### config.mk
export PLATFORM = sky130hd
export DESIGN_NAME = smm_ctrl
export DESIGN_NICKNAME = d
export VERILOG_FILES = /design/src/rtl/smm_pkg.sv /design/src/rtl/smm_ctrl.sv
export SDC_FILE = /design/constraint.sdc
export NUM_CORES = 1
export LEC_CHECK = 0
export BUFFER_PORTS_ARGS = -buffer_cell sky130_fd_sc_hd__buf_2
export CELL_PAD_IN_SITES_DETAIL_PLACEMENT = 0
export CELL_PAD_IN_SITES_GLOBAL_PLACEMENT = 2
export CORE_MARGIN = 4
export CORE_UTILIZATION = 34
export CTS_CLUSTER_DIAMETER = 60
export DETAILED_ROUTE_END_ITERATION = 16
export HOLD_SLACK_MARGIN = 0.12
export PLACE_DENSITY = 0.87
export RECOVER_POWER = 100
export SYNTH_ARGS = -nofsm -noshare
export SYNTH_HDL_FRONTEND = slang
export SYNTH_SLANG_ARGS = --single-unit
### constraint.sdc
create_clock -name clk -period 5 [get_ports clk]
set_input_delay 1.25 -clock clk [delete_from_list [all_inputs] [get_ports clk]]
set_output_delay 1.25 -clock clk [all_outputs]
set_load 0.02 [all_outputs]
### src/rtl/smm_pkg.sv
// ----------------------------------------------------------------------------
// smm_pkg
// field widths, input mode codes and controller/datapath bundles of the
// square matrix multiply unit
// ----------------------------------------------------------------------------
`default_nettype none

package smm_pkg;

  // fixed field widths of the channels and the size register
  localparam int MODE_W    = 2;
  localparam int ROW_W     = 4;
  localparam int COL_W     = 4;
  localparam int ELEM_IN_W = 16;
  localparam int SUM_W     = 36;
  localparam int CFG_W     = 5;

  // the col and k index fields in the bundles are six bits wide (indices up to 63)
  localparam int IDX_MAX_W = 6;

  // input beat modes
  localparam logic [MODE_W-1:0] MODE_WR_A    = 2'd0;
  localparam logic [MODE_W-1:0] MODE_WR_B    = 2'd1;
  localparam logic [MODE_W-1:0] MODE_COMPUTE = 2'd2;

  // size register after reset
  localparam logic [CFG_W-1:0] SIZE_RESET = 5'd16;

  // controller to datapath
  typedef struct packed {
    logic                 wr_a;
    logic                 wr_b;
    logic                 rd_en;
    logic                 rd_first;
    logic                 rd_last;
    logic                 load_out;
    logic                 out_last;
    logic [ROW_W-1:0]     row;
    logic [IDX_MAX_W-1:0] col;
    logic [IDX_MAX_W-1:0] k;
  } cmd_t;

  // datapath to controller
  typedef struct packed {
    logic sum_ready;
    logic out_busy;
  } status_t;

endpackage

`default_nettype wire

### src/rtl/smm_ctrl.sv
// ----------------------------------------------------------------------------
// smm_ctrl
// sequencer of the matrix multiply unit: holds the size register, accepts
// input beats and steps the column and term counters of a row compute
// ----------------------------------------------------------------------------
`default_nettype none

module smm_ctrl import smm_pkg::*; #(
  parameter int MAX_N = 16
) (
  input  logic              clk,
  input  logic              rst_n,
  input  logic              cfg_we,
  input  logic [CFG_W-1:0]  cfg_data,
  input  logic              in_valid,
  output logic              in_ready,
  input  logic [MODE_W-1:0] in_mode,
  input  logic [ROW_W-1:0]  in_row,
  input  status_t           status,
  output cmd_t              cmd
);

  localparam int IDX_W = (MAX_N > 1) ? $clog2(MAX_N) : 1;
  localparam int CNT_W = $clog2(MAX_N + 1);
  localparam int CMP_W = (CNT_W > CFG_W) ? CNT_W : CFG_W;

  localparam logic [1:0] S_IDLE  = 2'd0;
  localparam logic [1:0] S_MAC   = 2'd1;
  localparam logic [1:0] S_DRAIN = 2'd2;
  localparam logic [1:0] S_EMIT  = 2'd3;

  logic [1:0]       state_r, state_nxt;
  logic [CFG_W-1:0] size_r;
  logic [ROW_W-1:0] row_r, row_nxt;
  logic [CNT_W-1:0] n_r, n_nxt;
  logic [IDX_W-1:0] j_r, j_nxt;
  logic [IDX_W-1:0] k_r, k_nxt;
  logic [CNT_W-1:0] n_act;
  logic             accept;
  logic             k_last;
  logic             j_last;

  // size in use: zero counts as one, clamp to the store size
  always_comb begin
    if (size_r == '0) begin
      n_act = CNT_W'(1);
    end else if (CMP_W'(size_r) > CMP_W'(MAX_N)) begin
      n_act = CNT_W'(MAX_N);
    end else begin
      n_act = CNT_W'(size_r);
    end
  end

  assign in_ready = (state_r == S_IDLE);
  assign accept   = in_valid && in_ready;
  assign k_last   = (CNT_W'(k_r) + CNT_W'(1)) == n_r;
  assign j_last   = (CNT_W'(j_r) + CNT_W'(1)) == n_r;

  // next state and commands
  always_comb begin
    state_nxt    = state_r;
    row_nxt      = row_r;
    n_nxt        = n_r;
    j_nxt        = j_r;
    k_nxt        = k_r;
    cmd          = '0;
    cmd.row      = row_r;
    cmd.col      = IDX_MAX_W'(j_r);
    cmd.k        = IDX_MAX_W'(k_r);
    case (state_r)
      S_IDLE: begin
        if (accept) begin
          case (in_mode)
            MODE_WR_A: cmd.wr_a = 1'b1;
            MODE_WR_B: cmd.wr_b = 1'b1;
            MODE_COMPUTE: begin
              // a row outside the size in use gives no beats
              if (CMP_W'(in_row) < CMP_W'(n_act)) begin
                row_nxt   = in_row;
                n_nxt     = n_act;
                j_nxt     = '0;
                k_nxt     = '0;
                state_nxt = S_MAC;
              end
            end
            default: ;
          endcase
        end
      end
      S_MAC: begin
        cmd.rd_en    = 1'b1;
        cmd.rd_first = (k_r == '0);
        cmd.rd_last  = k_last;
        if (k_last) begin
          state_nxt = S_DRAIN;
        end else begin
          k_nxt = k_r + IDX_W'(1);
        end
      end
      S_DRAIN: begin
        if (status.sum_ready) begin
          state_nxt = S_EMIT;
        end
      end
      S_EMIT: begin
        if (!status.out_busy) begin
          cmd.load_out = 1'b1;
          cmd.out_last = j_last;
          if (j_last) begin
            state_nxt = S_IDLE;
          end else begin
            j_nxt     = j_r + IDX_W'(1);
            k_nxt     = '0;
            state_nxt = S_MAC;
          end
        end
      end
      default: state_nxt = S_IDLE;
    endcase
  end

  // control state and size register
  always_ff @(posedge clk) begin
    if (!rst_n) begin
      state_r <= S_IDLE;
      size_r  <= SIZE_RESET;
    end else begin
      state_r <= state_nxt;
      if (cfg_we) begin
        size_r <= cfg_data;
      end
    end
  end

  // counters and latched row
  always_ff @(posedge clk) begin
    row_r <= row_nxt;
    n_r   <= n_nxt;
    j_r   <= j_nxt;
    k_r   <= k_nxt;
  end

endmodule

`default_nettype wire

# ---- Word level (Yosys, flattened, before mapping)
# Cells that the tools add are included.
dict set report totals {
  regBits 24
  ramBits 0
  mem_bits_ro 0
  n_memories 0
  out_inout_bits 24
  latch_bits 0
  in_bits 17
  elab_cells 65
}
dict set report classes {
  div_mod_pow 0
  mux 27
  eq_ne 15
  bitwise 0
  reduce_logical 11
  shifts 0
  magnitude_cmp 2
  add_sub_neg 4
  mul 0
}
# cell n
set ops {}
lappend ops {{$mux 4} 8}
lappend ops {{$mux 2} 10}
lappend ops {{$pmux 4 s3} 1}
lappend ops {{$reduce_and 6->1} 2}
lappend ops {{$add 4x1->5 const B} 2}
lappend ops {{$eq 5x5->1} 2}
lappend ops {{$mux 5} 2}
lappend ops {{$ne 2x2->1 const B} 5}
lappend ops {{$add 4x1->4 const B} 2}
lappend ops {{$pmux 2 s4} 1}
lappend ops {{$pmux 4 s2} 1}
lappend ops {{$reduce_and 7->1} 1}
lappend ops {{$eq 2x2->1 const B} 3}
lappend ops {{$ne 2x1->1 const B} 3}
lappend ops {{$gt 5x5->1 const B} 1}
lappend ops {{$logic_not 5->1} 1}
lappend ops {{$lt 4x5->1} 1}
lappend ops {{$eq 2x1->1 const B} 2}
lappend ops {{$logic_not 2->1} 2}
lappend ops {{$logic_not 4->1} 1}
lappend ops {{$reduce_and 4->1} 1}
lappend ops {{$mux 1} 3}
lappend ops {{$mux 3} 1}
lappend ops {{$reduce_bool 3->1} 1}
lappend ops {{2 further kinds} 2}

# ---- Logic depth before layout (Yosys ltp)
dict set report depth {
  ltp_word 8
  mapped_depth 8
  depth_no_buf 8
}

# ---- Worst setup path after synthesis
# Ideal clock, no wire load.
dict set report synth_path {
  path_kind {in2out}
  startpoint {in in_valid}
  endpoint {out cmd[21] (netlist bit)}
  path_buffers 0
  cell_stages 2
  arrival_ns 1.878
  required_time_ns 3.750
  path_slack_ns 1.872
  cell_sequence {nand2_1 nor3b_1}
}
# item line
set synth_lines {}
lappend synth_lines {{start: declaration} smm_ctrl.sv:15} ;# input logic in_valid,
lappend synth_lines {{end: declaration} smm_ctrl.sv:20} ;# output cmd_t cmd

==> results.json <==
{
  "cp.arrival_ps": 2100,
  "worst_ir_drop_vdd_uv": 160.6,
  "place.detailed.hpwl_um": 2447,
  "required_ps": 3750,
  "stdcell_area_um2": 1672,
  "critical_path.startpoint_type": "flip-flop",
  "synth-warning-count": 0,
  "critPathMaxStageDelay_ps": 480,
  "multiInputGateArea_um2": 718.2,
  "yosysUniqueCellTypes": 39,
  "fin_total_pwr_uw": 612.5,
  "tritoncts": "yes",
  "area_growth_syn_to_layout_pct": 16.07,
  "clock_insertion_delay_worst_skew_ps": 260,
  "finish.net_count": 205,
  "core_um2": 4058,
  "async_sr_flop_fraction_pct": 0,
  "cellLeakagePower_nw": 0.6641,
  "number_of_flops_mapped_to_enable_cells_by_yosys": 17,
  "worstMarginPinSlew_ps": 1128,
  "clk_path_buf_depth": 2,
  "top_level_ports": 41,
  "grt_start_max_net_pins": 14,
  "chipWidth_um": 73.08,
  "final.setup_skew_ps": 4.588,
  "grt_pass1_vias": 1073,
  "rsz0062_at_grt": "no",
  "layout_worst_path_cycle_share_pct": 66.95,
  "drv_slew": 0,
  "postCtsHoldBufs": 0,
  "wirelength_um": 2850,
  "cts_bufs_inserted": 3,
  "fin_worst_hold_slack_ps": 552.3,
  "placedInstanceArea_um2": 1657,
  "cts.root.buffer_cell": "sky130_fd_sc_hd__clkbuf_8",
  "synthFlopType": "sky130_fd_sc_hd__edfxtp_1",
  "critical_path_peak_fanout": 5,
  "setup_viol_count_final": 0,
  "postLayoutSetupSlackWorst_ps": 1653,
  "grt_first_pass_wirelength_um": 4719,
  "drc": 0,
  "antenna_left": 0,
  "number_of_antenna_violations_at_the_first_check_in_global_routing": 0,
  "synth_cells": 139,
  "synth-seq-cells": 24,
  "cts_max_level": 1,
  "drtPass1Iterations": 4,
  "floorplan.die.height_um": 73.08,
  "syn-cell-area_um2": 1440,
  "postSynthAreaPerCell_um2": 10.36,
  "core.rowCount": 23,
  "antennaDiodeCount": 0,
  "gp_congestion": 0.8285,
  "cts-resized-gates": 0,
  "run_status": "finished clean",
  "powerDensity_nw_per_um2": 366.4,
  "buffer_ports.inserted": 36,
  "cp_num_buf_inv": 1,
  "finalHoldViolCount": 0,
  "floorplan.initialDensity_pct": 35.49,
  "seq_area_um2": 650.6,
  "detailedRoute.firstIterationViolations": 23,
  "avgViaCountPerCell": 4.726,
  "cts.reportedPaths.clkPinSlew_ps": 80,
  "cp-end-kind": "primary output",
  "setup_ws_pre_cts_ps": 1618,
  "timing.fmax_mhz": 298.7,
  "synth-seq-area-share_pct": 45.18,
  "num_vias": 1068,
  "fillCellCount": 405,
  "detail_route.wl_per_cell_um": 12.61,
  "kind_of_cell_with_the_highest_combined_delay_on_the_critical_path": "flip-flops",
  "groute.usage.overall_pct": 11.05,
  "grt_remaining_overflow": 0,
  "fraction_of_layout_cells_with_a_size_suffix_above_1_pct": 11.93,
  "max_slew_margin_pct": 24.24,
  "tns_ps": 0,
  "min_period_ps": 3347,
  "cp_cell_sequence": "ha_1, xnor2_1, a211oi_1, nand3_1, nor3_1, clkbuf_1",
  "setup.worst_path.class": "flip-flop to primary output",
  "max_cap_viol_count": 0,
  "critical_path.slowest_cell": "sky130_fd_sc_hd__edfxtp_1",
  "min-delay-path-class": "flip-flop to flip-flop",
  "clock_sinks": 24,
  "die_area_um2": 5341,
  "cts_setup_buffers": 0
}
## state kept, by name, summed over array words and instances, names as in the netlist
| signal | flops |
|---|---|
| j_r | 4 |
| row_r | 4 |
| n_r | 5 |
| state_r | 2 |
| size_r | 5 |
| k_r | 4 |
## worst paths after layout
kind | start | endpoint | slack (ps) | depth (start not counted)
worst min register to register | size_r[4] | n_r[4] | 550 | 0
worst max-delay path | j_r[0] | cmd[16] | 1650 | 6
worst max register to register | size_r[4] | row_r[2] | 2480 | 6
worst min-delay path | size_r[4] | n_r[4] | 550 | 0
## kinds of logic (layout without fill, tap and decap cells)
logic type                 after synthesis  count (layout)  synth area share, %
buffers and inverters                   18              52                5.734
adders and majority gates               11              11                9.557
DFF                                     24              24                45.18
other                                    1               4               0.2604
AOI/OAI and AO/OA                       18              18                9.818
and+or+nand+nor                         50              50                18.59
xor gates and xnor gates                11              11                6.690
muxes                                    6               6                4.170
## routing by layer
layer	GRT usage, %	share of wire (%)
met2	19.36	48
met5	0	0
met3	2.066	4.4
met4	3.074	0.77
met1	13.71	47
## cell type report
class	count	area share, %
multi-input combinational	100	42.96
sequential	24	38.92
timing repair buffer	36	8.982
tap	50	3.743
clock buffer	4	2.695
inverter	12	2.695
## metrics by stage
stage / util [%] / instances
global route: 41.20 / 226
finish: 41.20 / 226
CTS: 41.94 / 226
floorplan: - / 142
detailed placement: 40.83 / 222
global placement: 40.83 / 222
## where the power goes
group	switching [mW]	leakage (nW)	internal [mW]
clock	0.0579	0.0228	0.0569
combinational	0.137	0.425	0.0832
sequential	0.0315	0.217	0.246
total	0.226	0.664	0.386
## cells in the final DEF (no fill, tap or decap), drive strengths merged, types with 7 or more instances in the layout
master / Yosys / layout
dfxtp: 7 / 7
nor2b: 7 / 7
inv: 12 / 12
nor2: 12 / 12
buf: 4 / 12
clkbuf: 2 / 28
edfxtp: 17 / 17
ha: 11 / 11
## cells in the mapped netlist, types with 2 or more instances
cell type	count	area [µm²]
sky130_fd_sc_hd__a211oi_1	3	22.52
sky130_fd_sc_hd__a21oi_1	2	10.01
sky130_fd_sc_hd__a31oi_1	2	12.51
sky130_fd_sc_hd__and2_1	2	12.51
sky130_fd_sc_hd__buf_4	4	30.03
sky130_fd_sc_hd__clkbuf_1	2	7.510
sky130_fd_sc_hd__dfxtp_1	7	140.1
sky130_fd_sc_hd__edfxtp_1	17	510.5
sky130_fd_sc_hd__ha_1	11	137.6
sky130_fd_sc_hd__inv_1	12	45.04
sky130_fd_sc_hd__mux2i_1	6	60.06
sky130_fd_sc_hd__nand2_1	6	22.52
sky130_fd_sc_hd__nand2b_1	4	25.02
sky130_fd_sc_hd__nand3_1	3	15.01
sky130_fd_sc_hd__nor2_1	12	45.04
sky130_fd_sc_hd__nor2b_1	7	43.79
sky130_fd_sc_hd__nor3_1	6	30.03
sky130_fd_sc_hd__nor4_1	2	12.51
sky130_fd_sc_hd__o21ai_0	2	10.01
sky130_fd_sc_hd__xnor2_1	6	52.55
sky130_fd_sc_hd__xor2_1	5	43.79
Power figures use the tool's default switching activity.
